`config.mk`:
```
export PLATFORM = sky130hd
export DESIGN_NAME = mutex_request_queue_node_flat
export DESIGN_NICKNAME = d
export VERILOG_FILES = /design/src/mrq_pkg.sv /design/src/mrq_if.sv /design/src/mutex_request_queue_node.sv /design/src/mrq_ctrl.sv /design/src/mrq_datapath.sv /design/src/flat_wrapper.sv
export SDC_FILE = /design/constraint.sdc
export NUM_CORES = 1
export LEC_CHECK = 0
export BUFFER_PORTS_ARGS = -buffer_cell sky130_fd_sc_hd__buf_2
export CAP_MARGIN = 20
export CORE_ASPECT_RATIO = 1.75
export CORE_MARGIN = 5
export CORE_UTILIZATION = 60
export DETAILED_ROUTE_END_ITERATION = 6
export PLACE_DENSITY = 0.77
export SYNTH_ARGS = -nofsm -noshare
export SYNTH_HDL_FRONTEND = slang
export SYNTH_SLANG_ARGS = --single-unit
```
`constraint.sdc`:
```
create_clock -name clk_i -period 6.2 [get_ports clk_i]
set_input_delay 0.93 -clock clk_i [delete_from_list [all_inputs] [get_ports clk_i]]
set_output_delay 0.93 -clock clk_i [all_outputs]
set_load 0.02 [all_outputs]
```
`src/mrq_pkg.sv`:
```
// Package for the mutual exclusion request queue node.
// Holds field widths, message kind codes, register indexes, FSM states and
// the command/status structs shared by the controller and the datapath.
`default_nettype none

package mrq_pkg;

  // Field widths fixed by the message and result formats.
  localparam int unsigned KIND_W   = 2;
  localparam int unsigned STAMP_W  = 32;
  localparam int unsigned SENDER_W = 4;
  localparam int unsigned PREV_W   = 5;
  localparam int unsigned ID_W     = 4;
  localparam int unsigned CNT_W    = 5;
  localparam int unsigned CFG_W    = 5;
  localparam int unsigned CFG_IDX_W = 1;

  // Default number of queue slots and waiting marks.
  localparam int unsigned NODES_DEF = 16;

  // Reset values of the configuration registers.
  localparam logic [ID_W-1:0]  MY_ID_RST      = '0;
  localparam logic [CNT_W-1:0] NODE_COUNT_RST = CNT_W'(16);

  // Message kinds.
  typedef enum logic [KIND_W-1:0] {
    KIND_INVALID = 2'd0,
    KIND_REQ     = 2'd1,
    KIND_ACC     = 2'd2,
    KIND_REL     = 2'd3
  } kind_e;

  // Configuration register indexes.
  typedef enum logic [CFG_IDX_W-1:0] {
    REG_MY_ID      = 1'b0,
    REG_NODE_COUNT = 1'b1
  } cfg_reg_e;

  // Controller states.
  typedef enum logic [1:0] {
    ST_IDLE,
    ST_SCAN,
    ST_DRAIN,
    ST_FINISH
  } state_e;

  // Commands from the controller to the datapath.
  typedef struct packed {
    logic capture;  // take the input item, update clock, holder, count, queue write
    logic scan_rd;  // read the next queue slot
    logic finish;   // commit the decision and load the result register
  } cmd_t;

  // Status from the datapath to the controller.
  typedef struct packed {
    logic needs_scan;  // offered item is a request or a release
    logic scan_last;   // scan address is at the last slot
    logic out_free;    // result register can take a new item
  } sts_t;

endpackage

`default_nettype wire

```
`src/mrq_if.sv`:
```
// Handshake channels of the request queue node: the message input channel
// and the result output channel. Depends on mrq_pkg for field widths.
`default_nettype none

interface mrq_msg_if import mrq_pkg::*; ();
  logic                       valid;
  logic                       ready;
  logic [KIND_W-1:0]          msg_kind;
  logic [STAMP_W-1:0]         msg_stamp;
  logic [SENDER_W-1:0]        msg_sender;
  logic signed [PREV_W-1:0]   msg_prev;

  modport source (output valid, msg_kind, msg_stamp, msg_sender, msg_prev, input ready);
  modport sink   (input valid, msg_kind, msg_stamp, msg_sender, msg_prev, output ready);
endinterface

interface mrq_res_if import mrq_pkg::*; ();
  logic                       valid;
  logic                       ready;
  logic                       send_accept;
  logic [SENDER_W-1:0]        accept_dest;
  logic [STAMP_W-1:0]         accept_stamp;
  logic signed [PREV_W-1:0]   accept_prev;
  logic                       ready_to_enter;
  logic [CNT_W-1:0]           accept_total;
  logic                       bad_type;

  modport source (output valid, send_accept, accept_dest, accept_stamp, accept_prev,
                  ready_to_enter, accept_total, bad_type, input ready);
  modport sink   (input valid, send_accept, accept_dest, accept_stamp, accept_prev,
                  ready_to_enter, accept_total, bad_type, output ready);
endinterface

`default_nettype wire

```
`src/mutex_request_queue_node.sv`:
```
// Request queue node: a request or release passes from accept through one capture
// step, NODES single-port queue reads, one drain step and one commit step; an accept
// or invalid message goes from capture straight to commit.
// The result appears in the output register the cycle after commit and may wait
// there while the next item is taken. Asynchronous active-low reset clears the
// queue, marks, clock and count, sets holder to -1, my_id to 0, node count to 16.
`default_nettype none

module mutex_request_queue_node import mrq_pkg::*; #(
  parameter int unsigned NODES = NODES_DEF
) (
  input  wire logic                 clk_i,
  input  wire logic                 rst_ni,
  mrq_msg_if.sink                   msg_i,
  mrq_res_if.source                 res_o,
  input  wire logic                 cfg_we_i,
  input  wire logic [CFG_IDX_W-1:0] cfg_idx_i,
  input  wire logic [CFG_W-1:0]     cfg_data_i
);

  cmd_t cmd;
  sts_t sts;
  logic in_ready;

  // Sequencer.
  mrq_ctrl u_ctrl (
    .clk_i      (clk_i),
    .rst_ni     (rst_ni),
    .in_valid_i (msg_i.valid),
    .in_ready_o (in_ready),
    .sts_i      (sts),
    .cmd_o      (cmd)
  );

  assign msg_i.ready = in_ready;

  // Queue, node state and result register.
  mrq_datapath #(
    .NODES (NODES)
  ) u_datapath (
    .clk_i            (clk_i),
    .rst_ni           (rst_ni),
    .cfg_we_i         (cfg_we_i),
    .cfg_idx_i        (cfg_idx_i),
    .cfg_data_i       (cfg_data_i),
    .kind_i           (msg_i.msg_kind),
    .stamp_i          (msg_i.msg_stamp),
    .sender_i         (msg_i.msg_sender),
    .prev_i           (msg_i.msg_prev),
    .cmd_i            (cmd),
    .sts_o            (sts),
    .res_ready_i      (res_o.ready),
    .res_valid_o      (res_o.valid),
    .send_accept_o    (res_o.send_accept),
    .accept_dest_o    (res_o.accept_dest),
    .accept_stamp_o   (res_o.accept_stamp),
    .accept_prev_o    (res_o.accept_prev),
    .ready_to_enter_o (res_o.ready_to_enter),
    .accept_total_o   (res_o.accept_total),
    .bad_type_o       (res_o.bad_type)
  );

  // A committed item shows up as a valid result in the next cycle.
  a_finish_gives_result: assert property (@(posedge clk_i) disable iff (!rst_ni)
    cmd.finish |=> res_o.valid)
    else $error("committed item did not reach the result register");

  // Once an item is taken the block is busy in the next cycle.
  a_busy_after_capture: assert property (@(posedge clk_i) disable iff (!rst_ni)
    cmd.capture |=> !msg_i.ready)
    else $error("input ready right after an item was taken");

  // An unknown message kind never causes an accept to be sent.
  a_bad_no_accept: assert property (@(posedge clk_i) disable iff (!rst_ni)
    (res_o.valid && res_o.bad_type) |-> !res_o.send_accept)
    else $error("accept sent for an unknown message kind");

  // The commit never overwrites a result that is still waiting.
  a_no_overwrite: assert property (@(posedge clk_i) disable iff (!rst_ni)
    (cmd.finish && res_o.valid) |-> res_o.ready)
    else $error("result register overwritten while still held");

endmodule

`default_nettype wire

```
`src/mrq_ctrl.sv`:
```
// Controller of the request queue node: sequences capture, queue scan and
// result commit. Depends on mrq_pkg for states and command/status structs.
`default_nettype none

module mrq_ctrl import mrq_pkg::*; (
  input  wire logic clk_i,
  input  wire logic rst_ni,
  input  wire logic in_valid_i,
  output logic      in_ready_o,
  input  wire sts_t sts_i,
  output cmd_t      cmd_o
);

  state_e state_q, state_d;

  // State register.
  always_ff @(posedge clk_i or negedge rst_ni) begin
    if (!rst_ni) begin
      state_q <= ST_IDLE;
    end else begin
      state_q <= state_d;
    end
  end

  // Next state and commands.
  always_comb begin
    state_d    = state_q;
    in_ready_o = 1'b0;
    cmd_o      = '0;
    case (state_q)
      ST_IDLE: begin
        in_ready_o = 1'b1;
        if (in_valid_i) begin
          cmd_o.capture = 1'b1;
          state_d = sts_i.needs_scan ? ST_SCAN : ST_FINISH;
        end
      end
      ST_SCAN: begin
        cmd_o.scan_rd = 1'b1;
        if (sts_i.scan_last) begin
          state_d = ST_DRAIN;
        end
      end
      ST_DRAIN: begin
        // The last read is folded into the head search in this cycle.
        state_d = ST_FINISH;
      end
      ST_FINISH: begin
        if (sts_i.out_free) begin
          cmd_o.finish = 1'b1;
          state_d = ST_IDLE;
        end
      end
      default: begin
        state_d = ST_IDLE;
      end
    endcase
  end

endmodule

`default_nettype wire

```
`src/mrq_datapath.sv`:
```
// Datapath of the request queue node: configuration registers, queue memory
// with valid bits, waiting marks, head search, clock, holder, accept count and
// the result register. Depends on mrq_pkg.
`default_nettype none

module mrq_datapath import mrq_pkg::*; #(
  parameter int unsigned NODES = NODES_DEF
) (
  input  wire logic                     clk_i,
  input  wire logic                     rst_ni,
  // Configuration writes
  input  wire logic                     cfg_we_i,
  input  wire logic [CFG_IDX_W-1:0]     cfg_idx_i,
  input  wire logic [CFG_W-1:0]         cfg_data_i,
  // Offered input item
  input  wire logic [KIND_W-1:0]        kind_i,
  input  wire logic [STAMP_W-1:0]       stamp_i,
  input  wire logic [SENDER_W-1:0]      sender_i,
  input  wire logic signed [PREV_W-1:0] prev_i,
  // Controller link
  input  wire cmd_t                     cmd_i,
  output sts_t                          sts_o,
  // Result item
  input  wire logic                     res_ready_i,
  output logic                          res_valid_o,
  output logic                          send_accept_o,
  output logic [SENDER_W-1:0]           accept_dest_o,
  output logic [STAMP_W-1:0]            accept_stamp_o,
  output logic signed [PREV_W-1:0]      accept_prev_o,
  output logic                          ready_to_enter_o,
  output logic [CNT_W-1:0]              accept_total_o,
  output logic                          bad_type_o
);

  localparam int unsigned IDX_W   = (NODES > 1) ? $clog2(NODES) : 1;
  localparam int unsigned EXT_W   = SENDER_W + IDX_W;
  localparam int unsigned ENTRY_W = STAMP_W + SENDER_W;

  // Configuration registers.
  logic [ID_W-1:0]  my_id_q;
  logic [CNT_W-1:0] node_count_q;

  // Queue storage and marks.
  logic [ENTRY_W-1:0] mem_q [NODES];
  logic [NODES-1:0]   valid_q;
  logic [NODES-1:0]   waiting_q;

  // Node state.
  logic [STAMP_W-1:0]       clock_q;
  logic signed [PREV_W-1:0] holder_q;
  logic [CNT_W-1:0]         count_q;

  // Item held while it is worked on.
  kind_e               kind_q;
  logic [SENDER_W-1:0] sender_q;

  // Scan pipeline and running head.
  logic [IDX_W-1:0]    addr_q;
  logic                rd_vld_q;
  logic                rd_valid_q;
  logic [IDX_W-1:0]    rd_addr_q;
  logic [ENTRY_W-1:0]  rd_data_q;
  logic                removed_q;
  logic                best_valid_q;
  logic [STAMP_W-1:0]  best_stamp_q;
  logic [SENDER_W-1:0] best_sender_q;

  // Result register.
  logic                     res_valid_q;
  logic                     send_accept_q;
  logic [SENDER_W-1:0]      accept_dest_q;
  logic [STAMP_W-1:0]       accept_stamp_q;
  logic signed [PREV_W-1:0] accept_prev_q;
  logic                     ready_to_enter_q;
  logic [CNT_W-1:0]         accept_total_q;
  logic                     bad_type_q;

  kind_e               kind_in;
  logic                free_found;
  logic [IDX_W-1:0]    free_idx;
  logic [STAMP_W-1:0]  rd_stamp;
  logic [SENDER_W-1:0] rd_sender;
  logic                rd_hit;
  logic                rd_better;
  logic [EXT_W-1:0]    snd_ext;
  logic [EXT_W-1:0]    best_ext;
  logic                snd_in_range;
  logic                best_in_range;
  logic [IDX_W-1:0]    snd_idx;
  logic [IDX_W-1:0]    best_idx;
  logic                emit;
  logic [SENDER_W-1:0] emit_dest;
  logic                set_wait;
  logic                clr_wait;
  logic [STAMP_W-1:0]  clock_inc;
  logic                head_mine;

  assign kind_in = kind_e'(kind_i);

  // Lowest free queue slot.
  always_comb begin
    free_found = 1'b0;
    free_idx   = '0;
    for (int i = NODES - 1; i >= 0; i--) begin
      if (!valid_q[i]) begin
        free_found = 1'b1;
        free_idx   = IDX_W'(i);
      end
    end
  end

  // Entry returned by the scan read and its role in the head search.
  assign rd_stamp  = rd_data_q[ENTRY_W-1:SENDER_W];
  assign rd_sender = rd_data_q[SENDER_W-1:0];
  assign rd_hit    = (kind_q == KIND_REL) && !removed_q && rd_valid_q &&
                     (rd_sender == sender_q);
  assign rd_better = !best_valid_q || (rd_stamp < best_stamp_q) ||
                     ((rd_stamp == best_stamp_q) && (rd_sender < best_sender_q));

  // Sender indexes into the waiting marks, with their range checks.
  assign snd_ext       = {{IDX_W{1'b0}}, sender_q};
  assign best_ext      = {{IDX_W{1'b0}}, best_sender_q};
  assign snd_in_range  = snd_ext < EXT_W'(NODES);
  assign best_in_range = best_ext < EXT_W'(NODES);
  assign snd_idx       = snd_ext[IDX_W-1:0];
  assign best_idx      = best_ext[IDX_W-1:0];

  // Decision taken when the item is committed.
  always_comb begin
    emit      = 1'b0;
    emit_dest = '0;
    set_wait  = 1'b0;
    clr_wait  = 1'b0;
    case (kind_q)
      KIND_REQ: begin
        if (best_valid_q && (best_sender_q == sender_q)) begin
          emit      = 1'b1;
          emit_dest = sender_q;
        end else begin
          set_wait = snd_in_range;
        end
      end
      KIND_REL: begin
        if (best_valid_q && best_in_range && waiting_q[best_idx]) begin
          emit      = 1'b1;
          emit_dest = best_sender_q;
          clr_wait  = 1'b1;
        end
      end
      default: begin
        emit = 1'b0;
      end
    endcase
  end

  assign clock_inc = (clock_q != '1) ? clock_q + STAMP_W'(1) : clock_q;
  assign head_mine = best_valid_q && (best_sender_q == SENDER_W'(my_id_q));

  // Queue memory: written on a request, read one slot per scan cycle.
  always_ff @(posedge clk_i) begin
    if (cmd_i.capture && (kind_in == KIND_REQ) && free_found) begin
      mem_q[free_idx] <= {stamp_i, sender_i};
    end
    if (cmd_i.scan_rd) begin
      rd_data_q <= mem_q[addr_q];
    end
  end

  // Configuration registers.
  always_ff @(posedge clk_i or negedge rst_ni) begin
    if (!rst_ni) begin
      my_id_q      <= MY_ID_RST;
      node_count_q <= NODE_COUNT_RST;
    end else if (cfg_we_i) begin
      case (cfg_reg_e'(cfg_idx_i))
        REG_MY_ID:      my_id_q      <= cfg_data_i[ID_W-1:0];
        REG_NODE_COUNT: node_count_q <= cfg_data_i[CNT_W-1:0];
        default:        my_id_q      <= my_id_q;
      endcase
    end
  end

  // Node state, queue control and head search.
  always_ff @(posedge clk_i or negedge rst_ni) begin
    if (!rst_ni) begin
      valid_q       <= '0;
      waiting_q     <= '0;
      clock_q       <= '0;
      holder_q      <= '1;
      count_q       <= '0;
      kind_q        <= KIND_INVALID;
      sender_q      <= '0;
      addr_q        <= '0;
      rd_vld_q      <= 1'b0;
      rd_valid_q    <= 1'b0;
      rd_addr_q     <= '0;
      removed_q     <= 1'b0;
      best_valid_q  <= 1'b0;
      best_stamp_q  <= '0;
      best_sender_q <= '0;
    end else begin
      rd_vld_q <= cmd_i.scan_rd;

      // Take the item: clock and holder follow the message, accepts count.
      if (cmd_i.capture) begin
        kind_q   <= kind_in;
        sender_q <= sender_i;
        if (stamp_i > clock_q) begin
          clock_q <= stamp_i;
        end
        if (prev_i > holder_q) begin
          holder_q <= prev_i;
        end
        if ((kind_in == KIND_ACC) && (count_q < node_count_q)) begin
          count_q <= count_q + CNT_W'(1);
        end
        if ((kind_in == KIND_REQ) && free_found) begin
          valid_q[free_idx] <= 1'b1;
        end
        if ((kind_in == KIND_REQ) || (kind_in == KIND_REL)) begin
          addr_q       <= '0;
          removed_q    <= 1'b0;
          best_valid_q <= 1'b0;
        end
      end

      // Issue one slot read per cycle.
      if (cmd_i.scan_rd) begin
        rd_valid_q <= valid_q[addr_q];
        rd_addr_q  <= addr_q;
        addr_q     <= addr_q + IDX_W'(1);
      end

      // A release drops the sender's lowest slot; every other live slot
      // competes for the head.
      if (rd_vld_q) begin
        if (rd_hit) begin
          valid_q[rd_addr_q] <= 1'b0;
          removed_q          <= 1'b1;
        end else if (rd_valid_q && rd_better) begin
          best_valid_q  <= 1'b1;
          best_stamp_q  <= rd_stamp;
          best_sender_q <= rd_sender;
        end
      end

      // Commit: sending an accept ticks the clock.
      if (cmd_i.finish) begin
        if (emit) begin
          clock_q <= clock_inc;
        end
        if (set_wait) begin
          waiting_q[snd_idx] <= 1'b1;
        end
        if (clr_wait) begin
          waiting_q[best_idx] <= 1'b0;
        end
      end
    end
  end

  // Result register valid.
  always_ff @(posedge clk_i or negedge rst_ni) begin
    if (!rst_ni) begin
      res_valid_q <= 1'b0;
    end else if (cmd_i.finish) begin
      res_valid_q <= 1'b1;
    end else if (res_ready_i) begin
      res_valid_q <= 1'b0;
    end
  end

  // Result register payload.
  always_ff @(posedge clk_i) begin
    if (cmd_i.finish) begin
      send_accept_q    <= emit;
      accept_dest_q    <= emit ? emit_dest : '0;
      accept_stamp_q   <= emit ? clock_inc : '0;
      accept_prev_q    <= emit ? holder_q : '0;
      ready_to_enter_q <= (count_q == node_count_q) && head_mine;
      accept_total_q   <= count_q;
      bad_type_q       <= (kind_q == KIND_INVALID);
    end
  end

  assign sts_o.needs_scan = (kind_in == KIND_REQ) || (kind_in == KIND_REL);
  assign sts_o.scan_last  = (addr_q == IDX_W'(NODES - 1));
  assign sts_o.out_free   = !res_valid_q || res_ready_i;

  assign res_valid_o      = res_valid_q;
  assign send_accept_o    = send_accept_q;
  assign accept_dest_o    = accept_dest_q;
  assign accept_stamp_o   = accept_stamp_q;
  assign accept_prev_o    = accept_prev_q;
  assign ready_to_enter_o = ready_to_enter_q;
  assign accept_total_o   = accept_total_q;
  assign bad_type_o       = bad_type_q;

endmodule

`default_nettype wire

```
`src/flat_wrapper.sv`:
```
// flat-port wrapper written by rule: the top's interface ports become plain ports
module mutex_request_queue_node_flat import mrq_pkg::*;
#(
  parameter int unsigned NODES = NODES_DEF
)
  (clk_i, rst_ni, cfg_we_i, cfg_idx_i, cfg_data_i, msg_i_valid, msg_i_msg_kind, msg_i_msg_stamp, msg_i_msg_sender, msg_i_msg_prev, msg_i_ready, res_o_valid, res_o_send_accept, res_o_accept_dest, res_o_accept_stamp, res_o_accept_prev, res_o_ready_to_enter, res_o_accept_total, res_o_bad_type, res_o_ready);
  mrq_msg_if msg_i_i ();
  mrq_res_if res_o_i ();
  input  wire logic clk_i;
  input  wire logic rst_ni;
  input  wire logic cfg_we_i;
  input  wire logic [CFG_IDX_W-1:0] cfg_idx_i;
  input  wire logic [CFG_W-1:0] cfg_data_i;
  input wire logic [$bits(msg_i_i.valid)-1:0] msg_i_valid;
  input wire logic [$bits(msg_i_i.msg_kind)-1:0] msg_i_msg_kind;
  input wire logic [$bits(msg_i_i.msg_stamp)-1:0] msg_i_msg_stamp;
  input wire logic [$bits(msg_i_i.msg_sender)-1:0] msg_i_msg_sender;
  input wire logic [$bits(msg_i_i.msg_prev)-1:0] msg_i_msg_prev;
  output wire logic [$bits(msg_i_i.ready)-1:0] msg_i_ready;
  output wire logic [$bits(res_o_i.valid)-1:0] res_o_valid;
  output wire logic [$bits(res_o_i.send_accept)-1:0] res_o_send_accept;
  output wire logic [$bits(res_o_i.accept_dest)-1:0] res_o_accept_dest;
  output wire logic [$bits(res_o_i.accept_stamp)-1:0] res_o_accept_stamp;
  output wire logic [$bits(res_o_i.accept_prev)-1:0] res_o_accept_prev;
  output wire logic [$bits(res_o_i.ready_to_enter)-1:0] res_o_ready_to_enter;
  output wire logic [$bits(res_o_i.accept_total)-1:0] res_o_accept_total;
  output wire logic [$bits(res_o_i.bad_type)-1:0] res_o_bad_type;
  input wire logic [$bits(res_o_i.ready)-1:0] res_o_ready;
  assign msg_i_i.valid = msg_i_valid;
  assign msg_i_i.msg_kind = msg_i_msg_kind;
  assign msg_i_i.msg_stamp = msg_i_msg_stamp;
  assign msg_i_i.msg_sender = msg_i_msg_sender;
  assign msg_i_i.msg_prev = msg_i_msg_prev;
  assign msg_i_ready = msg_i_i.ready;
  assign res_o_valid = res_o_i.valid;
  assign res_o_send_accept = res_o_i.send_accept;
  assign res_o_accept_dest = res_o_i.accept_dest;
  assign res_o_accept_stamp = res_o_i.accept_stamp;
  assign res_o_accept_prev = res_o_i.accept_prev;
  assign res_o_ready_to_enter = res_o_i.ready_to_enter;
  assign res_o_accept_total = res_o_i.accept_total;
  assign res_o_bad_type = res_o_i.bad_type;
  assign res_o_i.ready = res_o_ready;
  mutex_request_queue_node #(.NODES(NODES)) u_core (.clk_i(clk_i), .rst_ni(rst_ni), .msg_i(msg_i_i), .res_o(res_o_i), .cfg_we_i(cfg_we_i), .cfg_idx_i(cfg_idx_i), .cfg_data_i(cfg_data_i));
endmodule
```
# Word-level counts from Yosys, hierarchy flattened
# Memories as Yosys holds them, arrays and structs flattened. A register that Yosys moved wholly into a read port is not among the register bits.
# Index checks and enable logic that the tools add are counted.
[op_classes]
add_sub_neg = 3
order_cmp = 16
n_eq_ne = 18
n_mux = 92
n_bitwise = 8
reduce_logical = 37
[ops]
columns = ["operator", "count"]
rows = [
  ["32-bit two-way mux", 5],
  ["16-bit two-way mux", 7],
  ["4-bit two-way mux", 21],
  ["1-bit two-way mux", 46],
  ["4-bit by 5-bit less-than comparator with 1-bit output, second input constant", 7],
  ["32-bit by 1-bit adder with 32-bit output, second input constant", 1],
  ["16-bit bitwise AND", 2],
  ["32-bit == test", 1],
  ["32-bit > comparator", 1],
  ["32-bit less-than comparator", 1],
  ["32-bit != test, second input constant", 1],
  ["16-bit NOT", 2],
  ["16-bit OR", 2],
  ["1-bit logical AND", 18],
  ["1-bit demux with 4-bit select", 4],
  ["4-bit by 1-bit >= comparator with 1-bit output, second input constant", 4],
  ["4-bit == test", 3],
  ["2-bit == test, second input constant", 5],
  ["2-bit AND reduction", 5],
  ["1-bit binary-select mux with 4-bit select", 2],
  ["2-bit two-way mux", 4],
  ["2-bit one-hot mux with 4 select lines", 1],
  ["4-bit one-hot mux with 2 select lines", 1],
  ["2-bit by 1-bit == test with 1-bit output, second input constant", 3],
  ["16 further kinds", 27],
]
[word_totals]
register_bits = 189
ramBits = 576
in_bits = 54
out_inout_bits = 51
elab_cells = 201
mem_count = 1
[memory_table]
columns = ["name", "words", "width", "read_ports", "rd_ports_with_merged_regs", "write_ports", "line_no", "text"]
rows = [
  ["u_core.u_datapath.mem_q", 16, 36, 1, 1, 1, "mrq_datapath.sv:44", "logic [ENTRY_W-1:0] mem_q [NODES];"],
]

# Longest topological paths before layout
# Gate-level depths: netlist (run 1).
[logic_depth]
depth_word = 26
ltp_mapped = 12
mapped_depth_nobuf = 9

# Modules after synthesis
# From an unflattened synthesis (run 1), not the netlist that was laid out.
[unflattened]
cells_unflattened = 1887
hier_area_um2 = 33592.2
[modules_own_cells]
columns = ["mod", "instances", "cells_per_inst", "area_per_inst_um2", "seq_area_each_um2"]
rows = [
  ["mrq_datapath", 1, 1868, 33410.8, 23309.9],
  ["mrq_ctrl", 1, 19, 181.4, 50.0],
]

# Least setup slack after synthesis (run 1)
# OpenSTA, ideal clock, no wires.
[synth_path]
kind = "in2reg"
from = "input port msg_i_valid"
to = "memory u_core.u_datapath.mem_q[1][0] (netlist bit), enable pin"
setup_time_ps = 523
t_arrival_ps = 4754
required_ps = 5677
slack_ps = 923
cell_stages = 3
path_buffers = 1
cell_sequence = "nand3_1 > clkbuf_1 > nor4_1"
[synth_between]
elab_chain_cells = 6
[synth_lines]
columns = ["element", "line_no", "text"]
rows = [
  ["from (decl)", "flat_wrapper.sv:14", "input wire logic [$bits(msg_i_i.valid)-1:0] msg_i_valid;"],
  ["1-bit two-way mux", "mrq_ctrl.sv:33", "if (in_valid_i) begin"],
  ["1-bit two-way mux", "mrq_ctrl.sv:30", "case (state_q)"],
  ["1-bit logical AND (2 in series)", "mrq_datapath.sv:161", "if (cmd_i.capture && (kind_in == KIND_REQ) && free_found) begin"],
  ["1-bit two-way mux", "mrq_datapath.sv:161", ""],
  ["1-bit two-way mux (implied by the code)", "mrq_datapath.sv:162", "mem_q[free_idx] <= {stamp_i, sender_i};"],
  ["to (decl)", "mrq_datapath.sv:44", ""],
]
# Every way passes these cells.

# Worst setup path in the final report (run 1)
[layout_path]
from = "register u_core.u_ctrl.state_q[0]"
to = "memory u_core.u_datapath.mem_q[14][17] (netlist bit), enable pin"
[layout_between]
elab_chain_cells = 6
[layout_lines]
columns = ["element", "line_no", "text"]
rows = [
  ["from (decl)", "mrq_ctrl.sv:14", "state_e state_q, state_d;"],
  ["from (signal assigned)", "mrq_ctrl.sv:21", "state_q <= state_d;"],
  ["2-bit zero test", "mrq_ctrl.sv:30", ""],
  ["1-bit two-way mux", "mrq_ctrl.sv:30", ""],
  ["1-bit logical AND (2 in series)", "mrq_datapath.sv:161", ""],
  ["1-bit two-way mux", "mrq_datapath.sv:161", ""],
  ["1-bit two-way mux (implied by the code)", "mrq_datapath.sv:162", ""],
]
# Every way passes these cells.

==> impl_metrics.json, run 1 <==
{
  "worstPathRequired_ns": 6.51,
  "final_common_cell": "edfxtp_1",
  "via_count": 20148,
  "max-vdd-ir-drop_v": 0.000385,
  "rows": 116,
  "maxSlewViolCount": 0,
  "grt_max_degree": 153,
  "grt_usage_pct": 28.4,
  "maxCapViolations": 0,
  "clkTransAtPathRegs_ns": 0.07,
  "fin_skew_ns": 0.0264,
  "num_io_pins": 105,
  "fin_ws_ns": 2.09,
  "powerDensity_nw_per_um2": 442,
  "place_area_um2": 36300,
  "hold_class": "in2async",
  "antenna_cells": 0,
  "antenna_found_initial": 2,
  "reg2regPathDepth": 9,
  "setup-violations-final": 0,
  "start_util_pct": 60.5,
  "synth_nets": 2249,
  "internal-power_uw": 11400,
  "gr-total-overflow": 0,
  "p_seq_share_pct": 42.3,
  "cts_setup_buffers": 0,
  "swShare_pct": 33.2,
  "post-route-period-util_pct": 66.3,
  "synth_top_area_share_pct": 57.2,
  "syn_avg_cell_area_um2": 16.4,
  "status": "completed",
  "ctsResizeCount": 0,
  "dp_slack_ns": 1.84,
  "synth_cell_types": 89,
  "ys_ff_latch": 801,
  "fillers": 3716,
  "fp.dieW_um": 192,
  "antenna_left": 0,
  "postSynthCellCount": 2111,
  "register_area_um2": 23400,
  "min_period_ns": 4.11,
  "grt_pass1_vias": 21164,
  "final_cell_mix": "edfxtp_1 (661), mux4_2 (188), dfrtp_1 (130)",
  "p_leak_uw": 0.0134,
  "dp_hpwl_um": 53800,
  "yosysSeqAreaShare_pct": 67.3,
  "cts_buffers": 72,
  "max_freq_ghz": 0.243,
  "grt_pass1_wl_um": 132000,
  "dr.pass1.iters": 5,
  "cp-end-kind": "register",
  "crit_path_max_fanout": 26,
  "io_buffers": 104,
  "synth_area_um2": 34700,
  "synthTopCellsByArea": "edfxtp_1 (57%), mux4_2 (12%), dfrtp_1 (9.7%)",
  "worstSetupPathType": "reg2reg",
  "worst_pin_slew_ns": 1.10,
  "drive_above_1_share_pct": 22.3,
  "clkPwrFrac_pct": 25.9,
  "dieArea_um2": 62900,
  "cts_tree": "yes",
  "synth_flop_cell": "edfxtp_1",
  "cts_root_buf": "clkbuf_16",
  "chipHeight_um": 328,
  "gp_congestion": 0.937,
  "synth_largest_area_cell": "edfxtp_1",
  "async_flop_share_pct": 17.5,
  "multiInputGateArea_um2": 10700,
  "maxSlewHeadroom_pct": 26.4,
  "areaGrowthSynthToFinish_pct": 11.2,
  "drt_iter0_markers": 2076,
  "power.switching_uw": 5660,
  "cts-htree-levels": 3,
  "p_comb_share_pct": 31.8,
  "via_per_inst": 6.62,
  "synth-edff-count": 661,
  "yosysWarningCount": 0,
  "final_util_pct": 67.3,
  "finalHoldViolCount": 0,
  "drt_wl_total_um": 87200,
  "drc": 0,
  "clockBufferDepth": 3,
  "tns_ns": 0,
  "rsz0062_at_grt": "false",
  "arrival_ns": 4.42,
  "clk_latency_ns": 0.62,
  "final_nets": 2357,
  "critPathLaunchType": "register",
  "final_area_um2": 38600,
  "cts-hold-fix-buffers": 0,
  "clock_sinks": 801,
  "core_um2": 57300,
  "finalPower_uw": 17100,
  "drt-wirelength-per-cell_um": 28.7
}
routing by layer:
layer	track usage (%)	vias to the layer above	share of wire (%)	routed length (µm)
li1	-	8567	-	-
met1	34.1	10346	34	30000
met2	50.8	1002	54	47300
met3	4.16	231	6.3	5540
met4	12.8	2	5.0	4340
met5	0	-	0.015	13
power by group through the flow:
stage	Combinational, µW	Clock [µW]	Sequential, µW
3_5_place_dp	5380	0	7290
6_report	5430	4430	7210
3_3_place_gp	5230	0	7260
5_1_grt	5870	4730	7280
4_1_cts	5420	4480	7200
2_1_floorplan	3960	0	7090
final cells by class:
cell class	instances	share of cell area, %
well taps	767	2.49
inverters	103	1.00
repair buffers	138	2.35
flip-flops and latches	801	60.6
clock inverters	43	1.00
multi-input cells	1103	27.6
clock buffers	88	4.96
critical path, cell delays in order (launching register included):
cell	delay [ns]
dfrtp_1	0.40
inv_1	0.11
ha_1	0.28
nand3_1	0.38
nor2_1	0.27
nand3_1	0.21
nor3_1	0.50
nand2_1	0.38
nor2_4	0.89
buf_4	0.37
synthesized netlist by cell type (4+ instances only):
master	n
o22a_1	9
nand4_1	35
o21ai_1	8
o221ai_1	6
mux2_2	21
o211ai_1	6
dfrtp_1	134
nand2_1	107
a2bb2oi_1	10
nor4_1	7
mux4_2	188
o21a_1	9
o221a_1	5
buf_1	26
nor3_1	28
o21ai_0	64
mux2i_1	40
a211oi_1	8
clkbuf_1	58
a221o_1	12
ha_1	84
buf_2	15
dfstp_2	6
or3_1	8
inv_1	102
nand3_1	97
a211o_1	41
nor3b_1	4
and3_1	11
xnor2_1	41
nor2b_1	14
a21oi_1	47
nand2b_1	10
a21o_1	4
a31oi_1	15
edfxtp_1	661
nor2_1	97
state kept, by name, indices dropped and copies added (netlist names), 5 cells and up:
register                          cells
u_core.u_datapath.accept_prev_o       5
u_core.u_datapath.waiting_q          16
u_core.u_datapath.count_q             5
u_core.u_datapath.best_stamp_q       32
u_core.u_datapath.mem_q             576
u_core.u_datapath.rd_data_q          36
u_core.u_datapath.valid_q            16
u_core.u_datapath.accept_stamp_o     32
u_core.u_datapath.holder_q            5
u_core.u_datapath.node_count_q        5
u_core.u_datapath.accept_total_o      5
u_core.u_datapath.clock_q            32
cell families after synthesis:
kind of cell	Yosys count	share of synthesized area [%]
compound gates	285	5.92
simple gates	440	6.18
fa+ha+maj	84	3.03
buf+inv	207	2.37
xor+xnor	43	1.09
flops	801	67.3
mux	251	14.1
path summary, 6_finish.rpt:
check                                               start                              end  slack [ns]
max reg2reg                      u_core.u_ctrl.state_q[0]  u_core.u_datapath.mem_q[14][17]        2.09
max in group asynchronous                          rst_ni    u_core.u_datapath.clock_q[27]        4.49
min in group clk_i         u_core.u_datapath.waiting_q[5]   u_core.u_datapath.waiting_q[5]        0.49
min                                                rst_ni  u_core.u_datapath.waiting_q[12]        0.36
min reg2reg                u_core.u_datapath.waiting_q[5]   u_core.u_datapath.waiting_q[5]        0.49
max                              u_core.u_ctrl.state_q[0]  u_core.u_datapath.mem_q[14][17]        2.09
stage by stage:
step / hold slack, ns / cells
final: 0.359 / 3043
after global routing: 0.430 / 3043
after CTS: 0.407 / 3042
after detailed placement: 0.476 / 2911
after global placement: 0.463 / 2904
after floorplan: 0.438 / 2111
(Power assumes the default switching activity.)
==> run 2, diff against run 1 <==
clock period = 4.1 ns   (was 6.2 ns; I/O delays follow)
==> run 2 against run 1 <==
  * First-iteration DRC count shrank 0.43%
  * Register-to-register slack got worse by 1.4 ns
  * Design area up 0.70%
  * Cell count grew 0.85%
  * Clock power increased by 50%
  * Sequential share of layout area is 0.42 points lower
  * Sequential cell count unchanged
  * Global-route usage is 0.24 points higher
  * Critical endpoint is now u_core.u_datapath.mem_q[5][3]
  * Largest cell class unchanged
  * Largest power group unchanged
  * Highest routed layer is now met4
==> impl_metrics.json, run 2 (synthesis results as in run 1) <==
{
  "status": "completed",
  "rows": 116,
  "clock_sinks": 801,
  "final_nets": 2385,
  "crit_slowest_cell": "o31ai_1",
  "drt_wl_total_um": 88700,
  "min_period_ns": 3.39,
  "grt_pass1_wl_um": 133000,
  "worst_pin_slew_ns": 1.10,
  "arrival_ns": 3.66,
  "drive_above_1_share_pct": 23.1,
  "max_freq_ghz": 0.295,
  "cts_buffers": 71,
  "final_util_pct": 67.8,
  "powerDensity_nw_per_um2": 666,
  "num_io_pins": 105,
  "cts_setup_buffers": 0,
  "fp.dieW_um": 192,
  "final_area_um2": 38900,
  "maxSlewViolCount": 0,
  "cts_tree": "yes",
  "cts_root_buf": "clkbuf_16",
  "grt_usage_pct": 28.7,
  "start_util_pct": 60.5,
  "tns_ns": 0,
  "cp-end-kind": "register",
  "cts-htree-levels": 3,
  "slowest_delay_ns": 0.61,
  "clk_latency_ns": 0.61,
  "drt-wirelength-per-cell_um": 28.9,
  "via_count": 20454,
  "post-route-period-util_pct": 82.8,
  "via_per_inst": 6.66,
  "antenna_left": 0,
  "fin_cells": 3069,
  "areaGrowthSynthToFinish_pct": 12.0,
  "cts-hold-fix-buffers": 0,
  "critPathLaunchType": "register",
  "drc": 0,
  "setup-violations-final": 0,
  "grt_use_met2_pct": 50.8,
  "fin_skew_ns": 0.0309,
  "largest_register_ffs": 576,
  "grt_max_degree": 111,
  "largest-register": "u_core.u_datapath.mem_q",
  "p_leak_uw": 0.0136,
  "ctsResizeCount": 0,
  "worstSetupPathType": "reg2reg",
  "max-vdd-ir-drop_v": 0.000412,
  "final_cell_mix": "edfxtp_1 (661), mux4_2 (188), dfrtp_1 (130)",
  "clockBufferDepth": 3,
  "maxCapViolations": 0,
  "maxSlewHeadroom_pct": 26.5,
  "worstPathRequired_ns": 4.37,
  "dr.pass1.iters": 6,
  "biggestRegsByFlops": "u_core.u_datapath.mem_q (576), u_core.u_datapath.rd_data_q (36)",
  "use_met1_pct": 34.1,
  "grt_pass1_vias": 21379,
  "gr-usage-met3_pct": 3.99,
  "gr-total-overflow": 0,
  "final_common_cell": "edfxtp_1",
  "clkTransAtPathRegs_ns": 0.07,
  "drt_iter0_markers": 2067,
  "hold_class": "in2async",
  "dp.cells": 2941,
  "antenna_found_initial": 2,
  "rsz0062_at_grt": "false",
  "gp_congestion": 0.939,
  "finalHoldViolCount": 0,
  "crit_path_max_fanout": 14,
  "chipHeight_um": 328,
  "core_um2": 57300,
  "place_area_um2": 36600,
  "dp_hpwl_um": 54200,
  "busiest_layer": "met2",
  "worstPathCellList": "inv_1, o21ai_0, a21boi_0, nor2_1, o31ai_1, nand2_1, nor2_4, buf_4",
  "io_buffers": 104,
  "dieArea_um2": 62900
}
-- run 2: worst max-delay path, delay by kind of cell, from the launching register on --
| family | cells | cell delay (ns) |
|---|---|---|
| AOI/OAI and AO/OA | 3 | 1.10 |
| buffers and inverters | 2 | 0.47 |
| DFF | 1 | 0.44 |
| and+or+nand+nor | 3 | 1.05 |
-- run 2: final cells by class --
class	instances	area, µm²
antenna	1	2.50
clock buffer	95	1960
clock inverter	32	312
fill	3690	18500
inverter	103	387
multi-input combinational	1103	10700
sequential	801	23400
tap	767	960
timing repair buffer	167	1190
-- run 2: where the power goes --
group / internal, µW / total [µW] / switching (µW)
Combinational: 3770 / 8150 / 4380
Clock: 3700 / 6630 / 2930
Sequential: 9910 / 11100 / 1200
-- run 2: path summary, 6_finish.rpt --
kind	start	end	slack (ns)	cells past startpoint
min in group clk_i	msg_i_msg_prev[1]	u_core.u_datapath.holder_q[1]	0.25	3
worst max register to register	u_core.u_datapath.valid_q[7]	u_core.u_datapath.mem_q[5][3]	0.71	8
worst min-delay path	rst_ni	u_core.u_datapath.best_stamp_q[4]	0.04	1
max in group asynchronous	rst_ni	u_core.u_datapath.count_q[3]	3.15	2
worst max-delay path	u_core.u_datapath.valid_q[7]	u_core.u_datapath.mem_q[5][3]	0.71	8
worst min register to register	u_core.u_datapath.waiting_q[2]	u_core.u_datapath.waiting_q[2]	0.49	1
-- run 2: per-stage QoR --
step	hold slack [ns]	total power, µW	worst slack [ns]
floorplan	0.319	16700	0.279
global route	0.130	27100	0.573
CTS	0.0922	26000	0.727
detailed placement	0.477	19300	0.666
global placement	0.455	18900	0.689
finish	0.0366	25900	0.706
-- run 2: layer usage --
| layer | vias to the layer above | share of wire [%] | routed length [µm] |
|---|---|---|---|
| met5 | - | 0 | 0 |
| met4 | 0 | 6.0 | 5300 |
| met2 | 1140 | 53 | 47400 |
| met3 | 263 | 6.8 | 6060 |
| met1 | 10432 | 34 | 30000 |
| li1 | 8619 | - | - |
